`config.mk`:
```
export PLATFORM = sky130hd
export DESIGN_NAME = coil_read_write_request_server
export DESIGN_NICKNAME = d
export VERILOG_FILES = /design/src/design/crws_pkg.sv /design/src/design/coil_read_write_request_server.sv /design/src/design/crws_ram.sv
export SDC_FILE = /design/constraint.sdc
export NUM_CORES = 1
export LEC_CHECK = 0
export ABC_AREA = 1
export ABC_CLOCK_PERIOD_IN_PS = 4810
export BUFFER_PORTS_ARGS = -buffer_cell sky130_fd_sc_hd__buf_2
export CORE_UTILIZATION = 49
export DETAILED_ROUTE_END_ITERATION = 8
export PLACE_DENSITY_LB_ADDON = 0.3
export SKIP_LAST_GASP = 1
export SLEW_MARGIN = 20
export SYNTH_ARGS = -nofsm -noshare
export SYNTH_HDL_FRONTEND = slang
export SYNTH_SLANG_ARGS = --single-unit
```
`constraint.sdc`:
```
create_clock -name aclk -period 4.81 [get_ports aclk]
set_input_delay 0.2405 -clock aclk [delete_from_list [all_inputs] [get_ports aclk]]
set_output_delay 0.2405 -clock aclk [all_outputs]
set_load 0.01 [all_outputs]
```
`src/design/crws_pkg.sv`:
```
package crws_pkg;

    localparam int COIL_BITS = 256;
    localparam int WORDS     = COIL_BITS / 8;
    localparam int WORD_AW   = $clog2(WORDS);
    localparam int OFF_W     = $clog2(COIL_BITS);
    localparam int POS_W     = 9;
    localparam int DATA_POS  = 6;
    localparam int CFG_IDX_W = 1;
    localparam int CFG_W     = 16;

    localparam logic [POS_W-1:0] POS_MAX = 9'd511;

    localparam logic [CFG_IDX_W-1:0] CFG_BASE   = 1'b0;
    localparam logic [CFG_IDX_W-1:0] CFG_SERVED = 1'b1;

    localparam logic [7:0] FC_READ   = 8'h01;
    localparam logic [7:0] FC_WRITE  = 8'h0F;
    localparam logic [7:0] EXC_FLAG  = 8'h80;
    localparam logic [7:0] EXC_FUNC  = 8'h01;
    localparam logic [7:0] EXC_RANGE = 8'h02;

    typedef enum logic [8:0] {
        S_RX       = 9'b000000001,
        S_EVAL     = 9'b000000010,
        S_HDR      = 9'b000000100,
        S_RD_PRIME = 9'b000001000,
        S_RD_LO    = 9'b000010000,
        S_RD_ISSUE = 9'b000100000,
        S_RD_EMIT  = 9'b001000000,
        S_WR_ISSUE = 9'b010000000,
        S_WR_MERGE = 9'b100000000
    } state_t;

    typedef enum logic [1:0] {
        K_ERR_RANGE,
        K_ERR_FUNC,
        K_READ,
        K_WRITE
    } resp_kind_t;

    // ones in the bits below n, all ones from eight up
    function automatic logic [7:0] low_mask(input logic [9:0] n);
        logic [7:0] m;
        if (n >= 10'd8) begin
            m = 8'hFF;
        end else begin
            m = ~(8'hFF << n[2:0]);
        end
        return m;
    endfunction

endpackage

```
`src/design/coil_read_write_request_server.sv`:
```
// channel   direction  ports                                        word
// s_        in         s_valid s_ready s_request_byte s_last_of_request   request byte
// m_        out        m_valid m_ready m_response_byte m_last_of_response response byte
// cfg_      in         cfg_wr_en cfg_index cfg_data                      register write
//
// request bytes are taken in S_RX; after the last byte S_EVAL checks the range
// header and exception bytes go out from S_HDR; a read primes in S_RD_PRIME and
// S_RD_LO, then runs S_RD_ISSUE and S_RD_EMIT per byte (single coil read port)
// a write runs a read-modify-write over the coil words, S_WR_ISSUE then S_WR_MERGE per word
// reset clears per-word valid bits at once, so no clearing pass is needed
// a stalled result holds in the output register and stalls the sequencer
module coil_read_write_request_server (
    input  logic                            aclk,
    input  logic                            aresetn,
    input  logic                            s_valid,
    output logic                            s_ready,
    input  logic [7:0]                      s_request_byte,
    input  logic                            s_last_of_request,
    output logic                            m_valid,
    input  logic                            m_ready,
    output logic [7:0]                      m_response_byte,
    output logic                            m_last_of_response,
    input  logic                            cfg_wr_en,
    input  logic [crws_pkg::CFG_IDX_W-1:0]  cfg_index,
    input  logic [crws_pkg::CFG_W-1:0]      cfg_data
);

    localparam int AW = crws_pkg::WORD_AW;

    crws_pkg::state_t     state_reg, state_next;
    crws_pkg::resp_kind_t kind_reg, kind_next;

    logic [crws_pkg::POS_W-1:0] pos_reg, pos_next;
    logic [7:0]                 fc_reg, fc_next;
    logic [15:0]                start_reg, start_next;
    logic [15:0]                count_reg, count_next;
    logic [15:0]                base_reg, base_next;
    logic [8:0]                 served_reg, served_next;
    logic [crws_pkg::WORDS-1:0] st_valid_reg, st_valid_next;
    logic                       m_valid_reg, m_valid_next;
    logic [7:0]                 m_byte_reg, m_byte_next;
    logic                       m_last_reg, m_last_next;

    logic [AW-1:0] w0_reg, w0_next;
    logic [2:0]    sh_reg, sh_next;
    logic [AW:0]   nbytes_reg, nbytes_next;
    logic [AW:0]   nw_reg, nw_next;
    logic [2:0]    idx_reg, idx_next;
    logic [AW-1:0] k_reg, k_next;
    logic [AW-1:0] m_reg, m_next;
    logic [7:0]    lo_reg, lo_next;
    logic [7:0]    pend_prev_reg, pend_prev_next;
    logic          st_ok_reg, st_ok_next;

    logic          rx_accept, can_push;
    logic          st_we, st_re, pend_we, pend_re;
    logic [AW-1:0] st_waddr, pend_waddr;
    logic [AW:0]   st_raddr;
    logic [7:0]    st_wdata, st_rdata, pend_rdata, st_word;

    logic [8:0]                 served_clamp;
    logic [16:0]                end_req, end_win;
    logic                       bad_range;
    logic [15:0]                off16;
    logic [crws_pkg::OFF_W-1:0] off;
    logic [9:0]                 nw_sum, nb_sum;
    logic [crws_pkg::POS_W-1:0] pd;

    logic [7:0]  hdr_byte;
    logic        hdr_last;
    logic [15:0] rd_pair, wr_pair;
    logic [9:0]  rem, lim;
    logic [7:0]  rd_byte, wr_ins, wr_mask;

    assign rx_accept = s_valid && s_ready;
    assign s_ready   = (state_reg == crws_pkg::S_RX);
    assign can_push  = !m_valid_reg || m_ready;
    assign st_word   = st_ok_reg ? st_rdata : 8'h00;

    // range check and geometry of the addressed window
    assign served_clamp = (served_reg > 9'(crws_pkg::COIL_BITS))
                          ? 9'(crws_pkg::COIL_BITS) : served_reg;
    assign end_req   = {1'b0, start_reg} + {1'b0, count_reg};
    assign end_win   = {1'b0, base_reg} + {8'b0, served_clamp};
    assign bad_range = (start_reg < base_reg) || (end_req > end_win);
    assign off16     = start_reg - base_reg;
    assign off       = off16[crws_pkg::OFF_W-1:0];
    assign nw_sum    = {7'b0, off[2:0]} + {1'b0, count_reg[8:0]} + 10'd7;
    assign nb_sum    = {1'b0, count_reg[8:0]} + 10'd7;

    // data bytes of the request go to the pending memory
    assign pd         = pos_reg - crws_pkg::POS_W'(crws_pkg::DATA_POS);
    assign pend_waddr = pd[AW-1:0];
    assign pend_we    = rx_accept
                        && (pos_reg >= crws_pkg::POS_W'(crws_pkg::DATA_POS))
                        && (pos_reg < crws_pkg::POS_W'(crws_pkg::DATA_POS + crws_pkg::WORDS));
    assign pend_re    = (state_reg == crws_pkg::S_WR_ISSUE);

    // read response byte from two adjacent coil words
    assign rd_pair = {st_word, lo_reg} >> sh_reg;
    assign rem     = {1'b0, count_reg[8:0]} - {2'b0, k_reg, 3'b000};
    assign rd_byte = rd_pair[7:0] & crws_pkg::low_mask(rem);

    // write merge of pending bits into one coil word
    assign wr_pair  = {pend_rdata, pend_prev_reg} << sh_reg;
    assign wr_ins   = wr_pair[15:8];
    assign lim      = {1'b0, count_reg[8:0]} + {7'b0, sh_reg} - {2'b0, m_reg, 3'b000};
    assign wr_mask  = crws_pkg::low_mask(lim)
                      & ((m_reg == '0) ? (8'hFF << sh_reg) : 8'hFF);
    assign st_wdata = (st_word & ~wr_mask) | (wr_ins & wr_mask);
    assign st_waddr = w0_reg + m_reg;
    assign st_we    = (state_reg == crws_pkg::S_WR_MERGE);

    always_comb begin
        st_re    = 1'b0;
        st_raddr = {1'b0, w0_reg};
        unique case (state_reg)
            crws_pkg::S_RD_PRIME: begin
                st_re    = 1'b1;
                st_raddr = {1'b0, w0_reg};
            end
            crws_pkg::S_RD_ISSUE: begin
                st_re    = 1'b1;
                st_raddr = {1'b0, w0_reg} + {1'b0, k_reg} + (AW+1)'(1);
            end
            crws_pkg::S_WR_ISSUE: begin
                st_re    = 1'b1;
                st_raddr = {1'b0, w0_reg} + {1'b0, m_reg};
            end
            default: begin
                st_re    = 1'b0;
                st_raddr = {1'b0, w0_reg};
            end
        endcase
    end

    always_comb begin
        hdr_byte = 8'h00;
        hdr_last = 1'b0;
        unique case (kind_reg)
            crws_pkg::K_ERR_RANGE, crws_pkg::K_ERR_FUNC: begin
                if (idx_reg == 3'd0) begin
                    hdr_byte = fc_reg + crws_pkg::EXC_FLAG;
                end else begin
                    hdr_byte = (kind_reg == crws_pkg::K_ERR_RANGE)
                               ? crws_pkg::EXC_RANGE : crws_pkg::EXC_FUNC;
                    hdr_last = 1'b1;
                end
            end
            crws_pkg::K_READ: begin
                if (idx_reg == 3'd0) begin
                    hdr_byte = crws_pkg::FC_READ;
                end else begin
                    hdr_byte = 8'(nbytes_reg);
                    hdr_last = (nbytes_reg == '0);
                end
            end
            crws_pkg::K_WRITE: begin
                unique case (idx_reg)
                    3'd0:    hdr_byte = crws_pkg::FC_WRITE;
                    3'd1:    hdr_byte = start_reg[15:8];
                    3'd2:    hdr_byte = start_reg[7:0];
                    3'd3:    hdr_byte = count_reg[15:8];
                    default: begin
                        hdr_byte = count_reg[7:0];
                        hdr_last = 1'b1;
                    end
                endcase
            end
            default: begin
                hdr_byte = 8'h00;
                hdr_last = 1'b1;
            end
        endcase
    end

    always_comb begin
        state_next     = state_reg;
        kind_next      = kind_reg;
        pos_next       = pos_reg;
        fc_next        = fc_reg;
        start_next     = start_reg;
        count_next     = count_reg;
        base_next      = base_reg;
        served_next    = served_reg;
        st_valid_next  = st_valid_reg;
        w0_next        = w0_reg;
        sh_next        = sh_reg;
        nbytes_next    = nbytes_reg;
        nw_next        = nw_reg;
        idx_next       = idx_reg;
        k_next         = k_reg;
        m_next         = m_reg;
        lo_next        = lo_reg;
        pend_prev_next = pend_prev_reg;
        st_ok_next     = st_ok_reg;
        m_valid_next   = m_valid_reg;
        m_byte_next    = m_byte_reg;
        m_last_next    = m_last_reg;

        if (m_ready) begin
            m_valid_next = 1'b0;
        end

        if (cfg_wr_en) begin
            unique case (cfg_index)
                crws_pkg::CFG_BASE:   base_next = cfg_data;
                crws_pkg::CFG_SERVED: served_next = cfg_data[8:0];
                default:              served_next = served_reg;
            endcase
        end

        if (st_re) begin
            st_ok_next = !st_raddr[AW] && st_valid_reg[st_raddr[AW-1:0]];
        end
        if (st_we) begin
            st_valid_next[st_waddr] = 1'b1;
        end

        unique case (state_reg)
            crws_pkg::S_RX: begin
                if (rx_accept) begin
                    priority if (pos_reg == 9'd0) begin
                        fc_next    = s_request_byte;
                        start_next = 16'h0000;
                        count_next = 16'h0000;
                    end else if (pos_reg == 9'd1) begin
                        start_next = {s_request_byte, start_reg[7:0]};
                    end else if (pos_reg == 9'd2) begin
                        start_next = {start_reg[15:8], s_request_byte};
                    end else if (pos_reg == 9'd3) begin
                        count_next = {s_request_byte, count_reg[7:0]};
                    end else if (pos_reg == 9'd4) begin
                        count_next = {count_reg[15:8], s_request_byte};
                    end else begin
                        count_next = count_reg;
                    end
                    if (pos_reg != crws_pkg::POS_MAX) begin
                        pos_next = pos_reg + 9'd1;
                    end
                    if (s_last_of_request) begin
                        pos_next   = '0;
                        state_next = crws_pkg::S_EVAL;
                    end
                end
            end
            crws_pkg::S_EVAL: begin
                w0_next        = off[crws_pkg::OFF_W-1:3];
                sh_next        = off[2:0];
                nbytes_next    = nb_sum[AW+3:3];
                nw_next        = nw_sum[AW+3:3];
                idx_next       = 3'd0;
                k_next         = '0;
                m_next         = '0;
                pend_prev_next = 8'h00;
                state_next     = crws_pkg::S_HDR;
                priority if (bad_range) begin
                    kind_next = crws_pkg::K_ERR_RANGE;
                end else if (fc_reg == crws_pkg::FC_READ) begin
                    kind_next = crws_pkg::K_READ;
                end else if (fc_reg == crws_pkg::FC_WRITE) begin
                    kind_next = crws_pkg::K_WRITE;
                    if (nw_sum[AW+3:3] != '0) begin
                        state_next = crws_pkg::S_WR_ISSUE;
                    end
                end else begin
                    kind_next = crws_pkg::K_ERR_FUNC;
                end
            end
            crws_pkg::S_HDR: begin
                if (can_push) begin
                    m_valid_next = 1'b1;
                    m_byte_next  = hdr_byte;
                    m_last_next  = hdr_last;
                    priority if (hdr_last) begin
                        state_next = crws_pkg::S_RX;
                    end else if (kind_reg == crws_pkg::K_READ && idx_reg == 3'd1) begin
                        state_next = crws_pkg::S_RD_PRIME;
                    end else begin
                        idx_next = idx_reg + 3'd1;
                    end
                end
            end
            crws_pkg::S_RD_PRIME: begin
                state_next = crws_pkg::S_RD_LO;
            end
            crws_pkg::S_RD_LO: begin
                lo_next    = st_word;
                state_next = crws_pkg::S_RD_ISSUE;
            end
            crws_pkg::S_RD_ISSUE: begin
                state_next = crws_pkg::S_RD_EMIT;
            end
            crws_pkg::S_RD_EMIT: begin
                if (can_push) begin
                    m_valid_next = 1'b1;
                    m_byte_next  = rd_byte;
                    m_last_next  = ({1'b0, k_reg} + (AW+1)'(1) == nbytes_reg);
                    lo_next      = st_word;
                    if ({1'b0, k_reg} + (AW+1)'(1) == nbytes_reg) begin
                        state_next = crws_pkg::S_RX;
                    end else begin
                        k_next     = k_reg + AW'(1);
                        state_next = crws_pkg::S_RD_ISSUE;
                    end
                end
            end
            crws_pkg::S_WR_ISSUE: begin
                state_next = crws_pkg::S_WR_MERGE;
            end
            crws_pkg::S_WR_MERGE: begin
                pend_prev_next = pend_rdata;
                if ({1'b0, m_reg} + (AW+1)'(1) == nw_reg) begin
                    state_next = crws_pkg::S_HDR;
                end else begin
                    m_next     = m_reg + AW'(1);
                    state_next = crws_pkg::S_WR_ISSUE;
                end
            end
            default: begin
                state_next = crws_pkg::S_RX;
            end
        endcase
    end

    always_ff @(posedge aclk) begin
        if (!aresetn) begin
            state_reg    <= crws_pkg::S_RX;
            pos_reg      <= '0;
            fc_reg       <= '0;
            start_reg    <= '0;
            count_reg    <= '0;
            base_reg     <= '0;
            served_reg   <= '0;
            st_valid_reg <= '0;
            m_valid_reg  <= 1'b0;
        end else begin
            state_reg    <= state_next;
            pos_reg      <= pos_next;
            fc_reg       <= fc_next;
            start_reg    <= start_next;
            count_reg    <= count_next;
            base_reg     <= base_next;
            served_reg   <= served_next;
            st_valid_reg <= st_valid_next;
            m_valid_reg  <= m_valid_next;
        end
    end

    always_ff @(posedge aclk) begin
        kind_reg      <= kind_next;
        w0_reg        <= w0_next;
        sh_reg        <= sh_next;
        nbytes_reg    <= nbytes_next;
        nw_reg        <= nw_next;
        idx_reg       <= idx_next;
        k_reg         <= k_next;
        m_reg         <= m_next;
        lo_reg        <= lo_next;
        pend_prev_reg <= pend_prev_next;
        st_ok_reg     <= st_ok_next;
        m_byte_reg    <= m_byte_next;
        m_last_reg    <= m_last_next;
    end

    crws_ram #(
        .WIDTH(8),
        .DEPTH(crws_pkg::WORDS)
    ) u_coil_ram (
        .aclk  (aclk),
        .we    (st_we),
        .waddr (st_waddr),
        .wdata (st_wdata),
        .re    (st_re),
        .raddr (st_raddr[AW-1:0]),
        .rdata (st_rdata)
    );

    crws_ram #(
        .WIDTH(8),
        .DEPTH(crws_pkg::WORDS)
    ) u_pend_ram (
        .aclk  (aclk),
        .we    (pend_we),
        .waddr (pend_waddr),
        .wdata (s_request_byte),
        .re    (pend_re),
        .raddr (m_reg),
        .rdata (pend_rdata)
    );

    assign m_valid            = m_valid_reg;
    assign m_response_byte    = m_byte_reg;
    assign m_last_of_response = m_last_reg;

    a_last_to_eval: assert property (@(posedge aclk) disable iff (!aresetn)
        (rx_accept && s_last_of_request) |=> (state_reg == crws_pkg::S_EVAL))
        else $error("last request byte did not start evaluation");

    a_pos_idle: assert property (@(posedge aclk) disable iff (!aresetn)
        (state_reg != crws_pkg::S_RX) |-> (pos_reg == '0))
        else $error("byte position not cleared while answering");

    a_rd_bound: assert property (@(posedge aclk) disable iff (!aresetn)
        (state_reg == crws_pkg::S_RD_EMIT) |-> ({1'b0, k_reg} < nbytes_reg))
        else $error("read byte index past byte count");

    a_wr_bound: assert property (@(posedge aclk) disable iff (!aresetn)
        (state_reg == crws_pkg::S_WR_MERGE) |-> ({1'b0, m_reg} < nw_reg))
        else $error("write word index past word count");

    a_push_free: assert property (@(posedge aclk) disable iff (!aresetn)
        (m_valid_reg && !m_ready) |=> ($stable(m_byte_reg) && $stable(m_last_reg)))
        else $error("response word overwritten while stalled");

endmodule

```
`src/design/crws_ram.sv`:
```
module crws_ram #(
    parameter int WIDTH = 8,
    parameter int DEPTH = 32,
    localparam int AW = (DEPTH > 1) ? $clog2(DEPTH) : 1
) (
    input  logic             aclk,
    input  logic             we,
    input  logic [AW-1:0]    waddr,
    input  logic [WIDTH-1:0] wdata,
    input  logic             re,
    input  logic [AW-1:0]    raddr,
    output logic [WIDTH-1:0] rdata
);

    logic [WIDTH-1:0] mem_reg [DEPTH];
    logic [WIDTH-1:0] rdata_reg;

    always_ff @(posedge aclk) begin
        if (we) begin
            mem_reg[waddr] <= wdata;
        end
        if (re) begin
            rdata_reg <= mem_reg[raddr];
        end
    end

    assign rdata = rdata_reg;

endmodule
```
## Word level (Yosys, flattened, before mapping)

Memories as Yosys holds them, arrays and structs flattened. A register that Yosys moved wholly into a read port is not among the register bits.
Cells that the tools add are included.

| word-level totals | value |
|---|---|
| word-level logic and storage cells | 224 |
| register bits | 177 |
| memory bits (writable) | 512 |
| bits of input ports | 31 |
| memories kept | 2 |
| output and inout port bits | 11 |

Memory list:

| memory | words | bits a word | rd ports | clocked after memory_dff | wr ports | RTL line | source |
|---|---|---|---|---|---|---|---|
| u_coil_ram.mem_reg | 32 | 8 | 1 | 1 | 1 | crws_ram.sv:15 | `logic [WIDTH-1:0] mem_reg [DEPTH];` |
| u_pend_ram.mem_reg | 32 | 8 | 1 | 1 | 1 | crws_ram.sv:15 |  |

| operators by class | value |
|---|---|
| add/subtract/negate cells | 21 |
| shifts and indexed selects | 5 |
| equal/unequal tests | 36 |
| order comparisons | 10 |
| bitwise gates (word level) | 10 |
| reduce and logical (&&, ||, !) cells | 45 |
| muxes and demuxes | 70 |

Operators with widths:

| operator | number |
|---|---|
| $mux 8 | 15 |
| $mux 16 | 6 |
| $mux 9 | 9 |
| $pmux 9 s9 | 1 |
| $pmux 8 s2 | 3 |
| $and 8x8->8 | 4 |
| $or 32x32->32 | 1 |
| $pmux 8 s4 | 1 |
| $eq 9x2->1 const B | 3 |
| $not 8->8 | 3 |
| $pmux 8 s3 | 1 |
| $shl 8x3->8 const A | 3 |
| $ge 10x4->1 const B | 2 |
| $pmux 5 s2 | 2 |
| $reduce_bool 2->1 | 10 |
| $add 9x3->9 const B | 2 |
| $eq 9x1->1 const B | 2 |
| $eq 9x3->1 const B | 2 |
| $ne 2x2->1 const B | 9 |
| $add 16x16->17 | 1 |
| $add 16x9->17 | 1 |
| $gt 17x17->1 | 1 |
| $lt 16x16->1 | 1 |
| $shl 16x3->16 | 1 |
| other kinds (66) | 113 |

## Longest topological paths before layout

Gate-level depths: netlist of run 1.

| logic depth | value |
|---|---|
| depth after elaboration | 9 |
| gate-level depth with buffers | 28 |
| mapped depth without buffers | 28 |

## By module

From an unflattened synthesis of run 1, not the netlist that was laid out.

| second synthesis, totals | value |
|---|---|
| cells, all modules | 3572 |
| area, all modules | 34374.2 um^2 |

Modules (own cells, without submodules):

| module | cells each | area an instance (um^2) | seq. area each (um^2) | times used |
|---|---|---|---|---|
| coil_read_write_request_server | 1728 | 12639.6 | 4124.0 | 1 |
| crws_ram (u_pend_ram) | 922 | 10867.9 | 7927.6 | 1 |
| crws_ram (u_coil_ram) | 922 | 10866.7 | 7927.6 | 1 |

## Worst setup path after synthesis of run 1

OpenSTA, ideal clock, no wires.

| timing path | value |
|---|---|
| path kind | register to register |
| start | register m_reg[0] |
| end | memory u_coil_ram.mem_reg[0][7] (data pin) |
| clock period less this slack | 4822 ps |
| path buffers | 3 |
| arrival time | 4368 ps |
| setup slack | -12 ps |
| stages on the path, launching flop included | 17 |
| library setup time | 454 ps |
| required time | 4356 ps |
| path through | edfxtp_1 > inv_1 > clkbuf_1 > clkbuf_1 > buf_2 > ha_1 > ha_1 > nand2_1 > inv_1 > nand2_1 > nand2_1 > a21oi_1 > o21ai_1 > or2_2 > a21oi_2 > nand2_1 > o21ai_0 |

| on the way | value |
|---|---|
| cells in the longest elaborated chain, start to end | 7 |
| elaborated cells between the ends (all ways) | 10 |
| classes of those cells | add/sub (1); order compare (1); mux (2); bitwise (5); reduce/logical (1) |

Ends and longest elaborated chain:

| item | RTL line | source |
|---|---|---|
| from (decl) | coil_read_write_request_server.sv:50 | `logic [AW-1:0] m_reg, m_next;` |
| from (signal assigned) | coil_read_write_request_server.sv:358 | `m_reg <= m_next;` |
| $sub 10x8->10 | coil_read_write_request_server.sv:107 | `assign lim = {1'b0, count_reg[8:0]} + {7'b0, sh_reg} - {2'b0, m_reg, 3'b000};` |
| $ge 10x4->1 | crws_pkg.sv:45 | `if (n >= 10'd8) begin` |
| $mux 8 | crws_pkg.sv:45 |  |
| $and 8x8->8 (*) | coil_read_write_request_server.sv:109 | `& ((m_reg == '0) ? (8'hFF << sh_reg) : 8'hFF);` |
| $not 8->8 | coil_read_write_request_server.sv:110 | `assign st_wdata = (st_word & ~wr_mask) \| (wr_ins & wr_mask);` |
| $and 8x8->8 | coil_read_write_request_server.sv:110 |  |
| $or 8x8->8 (*) | coil_read_write_request_server.sv:110 |  |
| via st_wdata[7] | coil_read_write_request_server.sv:59 | `logic [7:0] st_wdata, st_rdata, pend_rdata, st_word;` |
| to (decl) | crws_ram.sv:15 |  |

The timed path passes the listed nets; every way through them passes the cells marked *.

## Worst setup path after layout of run 1

| timing path | value |
|---|---|
| start | register served_reg[4] |
| end | register state_reg[2] |

| on the way | value |
|---|---|
| cells in the longest elaborated chain, start to end | 7 |

Ends and longest elaborated chain:

| item | RTL line | source |
|---|---|---|
| from (decl) | coil_read_write_request_server.sv:38 | `logic [8:0] served_reg, served_next;` |
| from (signal assigned) | coil_read_write_request_server.sv:344 | `served_reg <= served_next;` |
| $gt 9x9->1 | coil_read_write_request_server.sv:81 | `assign served_clamp = (served_reg > 9'(crws_pkg::COIL_BITS))` |
| $mux 9 (*) | coil_read_write_request_server.sv:82 | `? 9'(crws_pkg::COIL_BITS) : served_reg;` |
| $add 16x9->17 (*) | coil_read_write_request_server.sv:84 | `assign end_win = {1'b0, base_reg} + {8'b0, served_clamp};` |
| $gt 17x17->1 (*) | coil_read_write_request_server.sv:85 | `assign bad_range = (start_reg < base_reg) \|\| (end_req > end_win);` |
| $logic_or 1x1->1 (*) | coil_read_write_request_server.sv:85 |  |
| $mux 8 (*) | coil_read_write_request_server.sv:257 | `priority if (bad_range) begin` |
| $pmux 9 s9 (*) | coil_read_write_request_server.sv:220 | `unique case (state_reg)` |
| to (signal assigned) | coil_read_write_request_server.sv:328 | `state_reg <= crws_pkg::S_RX;` |
| to (signal assigned) | coil_read_write_request_server.sv:338 | `state_reg <= state_next;` |
| to (decl) | coil_read_write_request_server.sv:30 | `crws_pkg::state_t state_reg, state_next;` |

Mark *: on every way between the ends. The rest lies on a longest branch, timed or not.
A chain may end at the register's enable or synchronous reset.

==> metrics.txt, run 1 <==
Max clock buf depth 3; sequential share of the synthesized area 59.5%; fill count 5859; Finished Core Util a little under three fifths; Unique masters post-synth 55; vias in the first global route between 20k and 25k; Sw Pwr about 3200 uW; I/O pins 42; Syn Nets 3560; post-detail-place hpwl 54000 um; #FFs+latches synth a little over 700; WS Path Type flop to flop; setup TNS 0 ns; Synth Instances 3416; Starting Density between 40% and 50%; Pint 10200 uW; Worst Skew 0.0319 ns; syn_area_per_cell 9.84 um^2; routability cong. 0.940; ANT nets after route 0; switch share 23.6%; Clk Latency, worst-skew pair 0.63 ns; Max Clk Rate around 240 MHz; largest stage delay on the critical path 0.39 ns; drt wl/cell 19.2 um; unrepaired setup endpoints after global routing false; gr usage total 23.8%; status completed; worst vdd ir just under 0.4 mV; CP Launch Type flop; Die ar. 69600 um^2; placed cell area 34600 um^2; 1st-pass router iterations 8; # diodes 0; Worst Setup End Kind flop; Logic pwr share 7.3%; crit-path max FO 4; clk root buf clkbuf_16; cell taking the most area after synthesis edfxtp_1; First DRT Iteration DRCs 2307; H-Tree Depth 3; post-cts sizing count 0; Synth warnings 0; prevailing post-synth register cell edfxtp_1; Num CTS Buffers 76; pwr/cell area approximately 360 nW/um^2; die extent in x 264 um; fin crit period 4.20 ns; vias per cell 5.59; global route overflow 0; post-CTS setup repair buffer count 0; final net count 3593; FFs w/ async S/R, synth 0%; Area growth syn-to-layout 10.8%; max-cap viol count 0; Syn Std Cell Area 33600 um^2; share of cells above drive strength 1 6.78%; fin crit share between 80 and 90%; Post-route DRC 0; Lkg Pwr ~0.014 uW; Worst Max-Slew Pin Slew 1.02 ns; core area around 68000 um^2; Setup violations, final 0; Hold WC Path Type input pin to flop; Buffers on Ports between 40 and 50; Final Hold Vio Count 0; CP Buf/Inv Count 2; Post-synth EDFFs 588; clock transition at the registers of the reported paths 0.06 ns; Hold Path Cell Cnt 4; Slowest cell on crit path fa_1; # rows 95; synth top area cells edfxtp_1, dfxtp_1, nand2_1, nor2_1, ha_1; Final Max Tran Viols 0; clock power share a little over two fifths; worst rel slew slack approximately a third; CTS tree built; worst r2r path cells 25; global-route wire length before repair 130000 um; top-area cell type share of the netlist area between 50% and 60%; Worst EP required 5.32 ns; DR vias 24.5k; family with the most delay on the worst path simple AND/OR/NAND/NOR gates; DRT Wirelength 84100 um; critical path depth 25; Seq pwr share 50.2%; antenna violations before repair 0; crit-path most repeated cell nand2_1; Die H 264 um; clock sinks 704; Design Area, Final 37200 um^2; Critical Path AT 4.71 ns; largest net degree at the start of global routing 119
==> metal layers <==
layer | track usage [%] | vias up | routed length [um]
met3 | 3.00 | 149 | 5000
met1 | 31.9 | 11693 | 36200
met4 | 6.99 | 0 | 2250
met2 | 40.6 | 779 | 40600
met5 | 0 | - | 0
li1 | - | 11893 | -
==> cells in the final DEF (no fill, tap or decap), types with 4 or more instances in the layout <==
master         instances
o21bai_1               4
buf_2                 41
o21a_1                19
a21oi_1              165
clkinv_1              11
xor2_1                45
clkbuf_1              21
inv_2                  9
nand2_2                5
o21ai_1               20
nor2_1               436
o22ai_1               68
buf_12                 4
a211oi_1              24
edfxtp_1             588
nor3_1                27
clkinvlp_4             4
buf_4                 38
o221ai_1              22
a221oi_1               5
a31oi_1                5
fa_1                   6
nand2_1              607
nor2_4                 9
nor4_1                 6
o21ai_0              264
clkbuf_16             79
inv_1                330
clkinv_2              15
nand3_1              242
nand4_1               18
or2_2                  6
dlygate4sd3_1         19
ha_1                 107
xnor2_1               20
dfxtp_1              116
o211ai_1              55
==> final cells by class <==
type / count / area [um^2] / area share (%)
repair buffers: 102 / 761 / 2.04
inverters: 342 / 1280 / 3.45
clock inverters: 37 / 347 / 0.931
multi-input cells: 2223 / 11700 / 31.4
flip-flops and latches: 704 / 20000 / 53.7
well taps: 873 / 1090 / 2.93
clock buffers: 102 / 2080 / 5.60
==> kinds of logic (layout without fill, tap and decap cells) <==
group	after synthesis	after routing	share of synthesized area [%]
xor gates and xnor gates	65	65	1.69
AOI/OAI and AO/OA	674	674	11.7
DFF	704	704	59.5
buffers and inverters	489	583	5.82
adders and majority gates	113	113	4.34
muxes	1	1	0.0298
and+or+nand+nor	1370	1370	17.0
==> timing repair <==
action | in CTS | in global routing
hold endpoints to repair | 27 | 0
hold buffers | 19 | 0
endpoints found under the setup margin | 0 | 0
==> per-stage QoR <==
step           setup WS, ns  cells  total power, uW  hold slack [ns]
5_1_grt               0.119   4383            13800           0.0659
6_report              0.610   4383            13400           0.0421
4_1_cts               0.588   4383            13400          0.00935
3_3_place_gp          0.706   4225             7770            0.446
2_1_floorplan         0.536   3416             7470            0.339
3_5_place_dp          0.645   4225             7780            0.453
==> power groups by stage <==
stage	clock network [uW]	logic [uW]	registers [uW]
final	5690	969	6700
after global routing	5980	1090	6700
after CTS	5740	964	6700
after detailed placement	0	947	6830
after global placement	0	940	6830
after floorplan	0	663	6810
==> synth_stat cells (27+ instances only) <==
master	n
a21oi_1	165
buf_2	31
clkbuf_1	87
dfxtp_1	116
edfxtp_1	588
ha_1	107
inv_1	332
nand2_1	607
nand3_1	242
nor2_1	437
nor3_1	27
o211ai_1	55
o21ai_0	265
o22ai_1	68
xor2_1	45
==> path summary, 6_finish.rpt <==
path                                                     from                       endpoint  slack (ns)
worst max register to register     served_reg[4]$_SDFFE_PN0P_      state_reg[2]$_SDFFE_PN0P_        0.61
worst max-delay path               served_reg[4]$_SDFFE_PN0P_      state_reg[2]$_SDFFE_PN0P_        0.61
worst min register to register  st_valid_reg[31]$_SDFFE_PN0P_  st_valid_reg[31]$_SDFFE_PN0P_        0.46
worst min-delay path                                  m_ready      state_reg[6]$_SDFFE_PN0P_        0.04
==> worst reg2reg max path: cells and delay by family, from the launching register on <==
| kind | cells | cell delay (ns) |
|---|---|---|
| and+or+nand+nor | 13 | 1.73 |
| AOI/OAI and AO/OA | 6 | 0.95 |
| adders and majority gates | 3 | 0.82 |
| DFF | 1 | 0.31 |
| xor gates and xnor gates | 1 | 0.18 |
| buffers and inverters | 2 | 0.09 |
Power figures use the tool's default switching activity.
==> run 2, diff against run 1 <==
--- a/config.mk
+++ b/config.mk
@@ -8,6 +8,8 @@
 export ABC_AREA = 1
 export ABC_CLOCK_PERIOD_IN_PS = 4810
 export BUFFER_PORTS_ARGS = -buffer_cell sky130_fd_sc_hd__buf_2
+export CORE_ASPECT_RATIO = 1.75
+export CORE_MARGIN = 3
 export CORE_UTILIZATION = 49
 export DETAILED_ROUTE_END_ITERATION = 8
 export PLACE_DENSITY_LB_ADDON = 0.3
==> run 2 against run 1 <==
Clock skew increased by 0.021 ns. Final area decreased by 0.49%. Die area increased by 3.2%. Critical endpoint unchanged. Largest power group unchanged.
==> metrics.txt, run 2 (same netlist as run 1, synthesis figures left out) <==
Hold WC Path Type input pin to flop; Hold EP state_reg[6]$_SDFFE_PN0P_; First DRT Iteration DRCs 1973; fin crit period 4.17 ns; Slowest cell on crit path fa_1; max-cap viol count 0; Worst EP required 5.38 ns; post-cts sizing count 0; Die ar. a little over 70000 um^2; most frequent cells in the layout nand2_1, edfxtp_1, nor2_1; worst r2r path cells 27; worst r2r dst state_reg[2]$_SDFFE_PN0P_; Area growth syn-to-layout 10.3%; Critical Path AT 4.74 ns; fin crit share around 87%; DRT Wirelength 88000 um; global route overflow 0; Die H roughly 350 um; crit-path most repeated cell nand2_1; post-detail-place hpwl 59300 um; unrepaired setup endpoints after global routing false; ANT nets after route 0; largest stage delay on the critical path 0.39 ns; status completed; die extent in x 204 um; global-route wire length before repair 135000 um; core area around 68000 um^2; 1st-pass router iterations 5; clock sinks 704; final net count 3593; Final Max Tran Viols 0; H-Tree Depth 2; Lkg Pwr 0.0141 uW; reg2reg setup slack ~0.64 ns; Post-route DRC 0; most common cell after layout, fill and taps aside nand2_1; drt wl/cell 20.0 um; antenna violations before repair 1; Num CTS Buffers slightly above 60; CP Buf/Inv Count 3; vias in the first global route 24.0k; Register Area 20000 um^2; worst vdd ir approximately 0.37 mV; Hold Path Cell Cnt 4; Hold Startpoint m_ready; Worst Setup End Kind flop; # diodes 0; Starting Density around half; Clk Latency, worst-skew pair 0.67 ns; I/O pins 42; Worst Skew 0.0526 ns; clock transition at the registers of the reported paths around 0.070 ns; gr usage total 24.2%; Max Clk Rate about 240 MHz; # rows 126; worst rel slew slack between 20% and 30%; WS Path Type flop to flop; routability cong. 0.948; Max clock buf depth 3; r2r startpoint served_reg[1]$_SDFFE_PN0P_; largest net degree at the start of global routing 83; vias per cell ~5.6; CTS tree built; crit-path max FO 4; Buffers on Ports 41; Total Power 12900 uW; pwr/cell area 348 nW/um^2; fill count 5916; setup TNS 0 ns; clk root buf clkbuf_16; Setup violations, final 0; Worst Max-Slew Pin Slew 1.09 ns; Final Hold Vio Count 0; Multi-input gate area roughly 12000 um^2; CP Launch Type flop; DR vias 24.7k; family with the most delay on the worst path simple AND/OR/NAND/NOR gates; share of cells above drive strength 1 6.57%
[run 2: changes by cell type in the layout (fill, tap and decap cells not counted), moves of 2 or more]
cell,delta
buf_4,+7
clkbuf_16,-18
clkinv_1,-6
clkinv_4,-3
clkinvlp_4,+2
clkbuf_1,-5
dlygate4sd3_1,+9
inv_6,+2
bufinv_16,+6
[run 2: report_power, final]
group | internal (uW) | switching [uW]
Combinational | 336 | 671
Sequential | 6640 | 50.1
Clock | 2880 | 2310
Total | 9850 | 3030
[run 2: layer usage]
layer	track usage [%]	share of wire, %
met3	2.81	4.6
met1	26.5	36
met5	0	0
met4	13.6	6.3
met2	44.8	53
[run 2: layout make-up]
type	instances	share of cell area (%)
Sequential cell	704	53.9
Multi-Input combinational cell	2223	31.5
Clock buffer	79	4.36
Inverter	342	3.47
Tap cell	896	3.03
Timing Repair Buffer	117	2.38
Clock inverter	36	1.30
[run 2: tightest hold or removal path: stages]
cell,delay [ns]
buf_2,0.08
nor2_1,0.15
nand2_1,0.11
a21oi_1,0.05
[run 2: worst max path at each step]
stage,from,end,slack [ns],cells past startpoint
finish,served_reg[1]$_SDFFE_PN0P_,state_reg[2]$_SDFFE_PN0P_,0.64,27
global route,served_reg[1]$_SDFFE_PN0P_,state_reg[2]$_SDFFE_PN0P_,0.12,27
CTS,served_reg[1]$_SDFFE_PN0P_,state_reg[2]$_SDFFE_PN0P_,0.60,27
detailed placement,served_reg[1]$_SDFFE_PN0P_,state_reg[2]$_SDFFE_PN0P_,0.63,27
global placement,served_reg[1]$_SDFFE_PN0P_,state_reg[2]$_SDFFE_PN0P_,0.66,27
floorplan,m_reg[0]$_SDFFCE_PN0P_,u_coil_ram.mem_reg[0][7]$_DFFE_PP_,0.54,16
[run 2: metrics by stage]
| step | cells | instance area [um^2] | util [%] | setup WS, ns | hold slack, ns |
|---|---|---|---|---|---|
| final | 4397 | 37000 | 54.8 | 0.636 | 0.0155 |
| after global routing | 4397 | 37000 | 54.8 | 0.120 | 0.0313 |
| after CTS | 4397 | 37000 | 54.8 | 0.597 | 0.00556 |
| after detailed placement | 4254 | 34700 | 51.3 | 0.631 | 0.453 |
| after global placement | 4254 | 34700 | 51.3 | 0.657 | 0.447 |
| after floorplan | 3416 | 33600 | - | 0.536 | 0.339 |
[run 2: timing repair]
item                      in CTS  in global routing
hold endpoints to repair      29                  0
hold buffers                  28                  0
setup buffers                  0                  0
==> run 3, diff against run 2 <==
--- a/config.mk
+++ b/config.mk
@@ -10,7 +10,8 @@
 export BUFFER_PORTS_ARGS = -buffer_cell sky130_fd_sc_hd__buf_2
 export CORE_ASPECT_RATIO = 1.75
 export CORE_MARGIN = 3
-export CORE_UTILIZATION = 49
+export CORE_UTILIZATION = 40
+export CTS_BUF_LIST = sky130_fd_sc_hd__clkbuf_8
 export DETAILED_ROUTE_END_ITERATION = 8
 export PLACE_DENSITY_LB_ADDON = 0.3
 export SKIP_LAST_GASP = 1
==> run 3 against run 2 <==
Flip-flop and latch count unchanged. Die area up 22%. Via count about the same. Cell count up 5.5%. Sequential share of layout area down 0.28 points. Maximum frequency down 1.8%. Clock skew down 0.025 ns. Critical path type unchanged. Largest cell class unchanged. Highest routed layer unchanged.
==> metrics.txt, run 3 (same netlist as run 1, synthesis figures left out) <==
vias per cell 5.31; global route overflow 0; vias in the first global route 24.1k; setup TNS 0 ns; 1st-pass router iterations 9; Worst Skew 0.0275 ns; Setup violations, final 0; ANT nets after route 0; global-route wire length before repair approximately 140000 um; status completed; die extent in x roughly 230 um; DRT Wirelength between 90000 and 100000 um; Slowest cell on crit path fa_1; H-Tree Depth 3; Final Hold Vio Count 0; switch share 24.6%; Starting Density 40.4%; Worst Setup End Kind flop; setup ws final 0.561 ns; Hold Startpoint s_request_byte[7]; DR vias 24.7k; unrepaired setup endpoints after global routing false; Cell Count Post-Placement 4418; pre-CTS setup slack just under 0.6 ns; worst rel slew slack 25.5%; Max Clk Rate 235 MHz; gr usage total 20.7%; Post-route DRC 0; GR met2 Demand/Resource 38.5%; Buffers on Ports 41; I/O pins 42; post-detail-place hpwl 61600 um; Logic pwr share around 7.8%; pwr/cell area 342 nW/um^2; clock transition at the registers of the reported paths 0.07 ns; core area 83200 um^2; Num CTS Buffers about 110; fin crit period 4.25 ns; largest net degree at the start of global routing 122; post-CTS setup repair buffer count 0; most common cell after layout, fill and taps aside nand2_1; clock sinks 704; CTS tree built; Die ar. 87700 um^2; Hold WC Path Type input pin to flop; worst setup path start served_reg[1]$_SDFFE_PN0P_; final non-filler cell total roughly 4.6k; met3 Usage GRT 3.05%; # rows between 100 and 150; crit-path most repeated cell nand2_1; clock power share 39.7%; Pint 9610 uW; fin crit share 88.3%; Sw Pwr roughly 3100 uW; Worst Max-Slew Pin Slew 1.12 ns; final net count about 3.6k; WS Path Type flop to flop; Max clock buf depth 3; max-cap viol count 0; Die H about 390 um; share of cells above drive strength 1 7.72%; worst vdd ir 0.349 mV; fill count 7811; met1 usage 22.1%; most frequent cells in the layout nand2_1, edfxtp_1, nor2_1; drt wl/cell 19.7 um; Seq pwr share between 50% and 60%; crit-path max FO 4; Finished Core Util 44.8%; CP Launch Type flop; Worst EP required 5.48 ns; Clk Latency, worst-skew pair slightly below 0.8 ns; Final Max Tran Viols 0; routability cong. 0.964; antenna violations before repair 1; Critical Path AT 4.92 ns; Lkg Pwr approximately 0.014 uW; clk root buf clkbuf_8; r2r startpoint served_reg[1]$_SDFFE_PN0P_; grt peak-use layer met2; First DRT Iteration DRCs approximately 1.7k; Area growth syn-to-layout 10.8%; largest stage delay on the critical path between 0.3 and 0.4 ns
==> run 3: cell types whose count changed in the layout (fill, tap and decap cells not counted), moves of 2 or more <==
cell and change:
inv_1 +26, clkinv_2 +5, clkbuf_16 -61, dlygate4sd3_1 -4, clkbuf_8 +105, clkbuf_1 -16, clkinv_16 -2, buf_4 -4
clkinv_1 +21
==> run 3: layer usage <==
layer	wire length, um	vias to the layer above
li1	-	11975
met1	33300	11695
met2	48600	747
met3	4390	239
met4	5070	0
met5	0	-
==> run 3: cell type report <==
class / instances / area, um^2 / area share, %
timing repair buffer: 108 / 793 / 2.13
antenna: 1 / 2.50 / 0.00672
sequential: 704 / 20000 / 53.6
inverter: 342 / 1280 / 3.45
clock buffer: 107 / 1470 / 3.95
tap: 1065 / 1330 / 3.58
clock inverter: 90 / 692 / 1.86
multi-input combinational: 2223 / 11700 / 31.4
==> run 3: power groups by stage <==
stage / clock [uW] / combinational (uW) / sequential (uW)
global placement: 0 / 970 / 6820
detailed placement: 0 / 972 / 6830
floorplan: 0 / 663 / 6810
CTS: 5160 / 994 / 6700
global route: 5430 / 1120 / 6700
finish: 5060 / 992 / 6700
==> run 3: what timing repair did <==
| action | CTS | global route |
|---|---|---|
| hold endpoints to repair | 38 | 0 |
| gates resized for setup | 0 | 0 |
| hold buffers | 24 | 0 |
==> run 3: worst paths after layout <==
| kind | end | slack [ns] | cells past startpoint |
|---|---|---|---|
| worst min register to register | st_valid_reg[12]$_SDFFE_PN0P_ | 0.46 | 1 |
| worst max-delay path | state_reg[2]$_SDFFE_PN0P_ | 0.56 | 27 |
| worst min-delay path | count_reg[15]$_SDFFE_PN0P_ | 0.09 | 3 |
| worst max register to register | state_reg[2]$_SDFFE_PN0P_ | 0.56 | 27 |
==> run 3: worst max-delay path: cells and delay by family (launching register included) <==
family	cells	cell delay, ns
flops	1	0.33
buf+inv	3	0.19
simple gates	17	2.01
compound gates	3	0.57
xor+xnor	1	0.17
fa+ha+maj	3	0.85
==> run 3: through the flow <==
| step | hold WS [ns] | power (uW) | cell area, um^2 |
|---|---|---|---|
| floorplan | 0.339 | 7470 | 33600 |
| global placement | 0.448 | 7790 | 34800 |
| detailed placement | 0.453 | 7800 | 34800 |
| CTS | 0.0307 | 12900 | 37200 |
| global route | 0.101 | 13200 | 37200 |
| finish | 0.0885 | 12700 | 37200 |
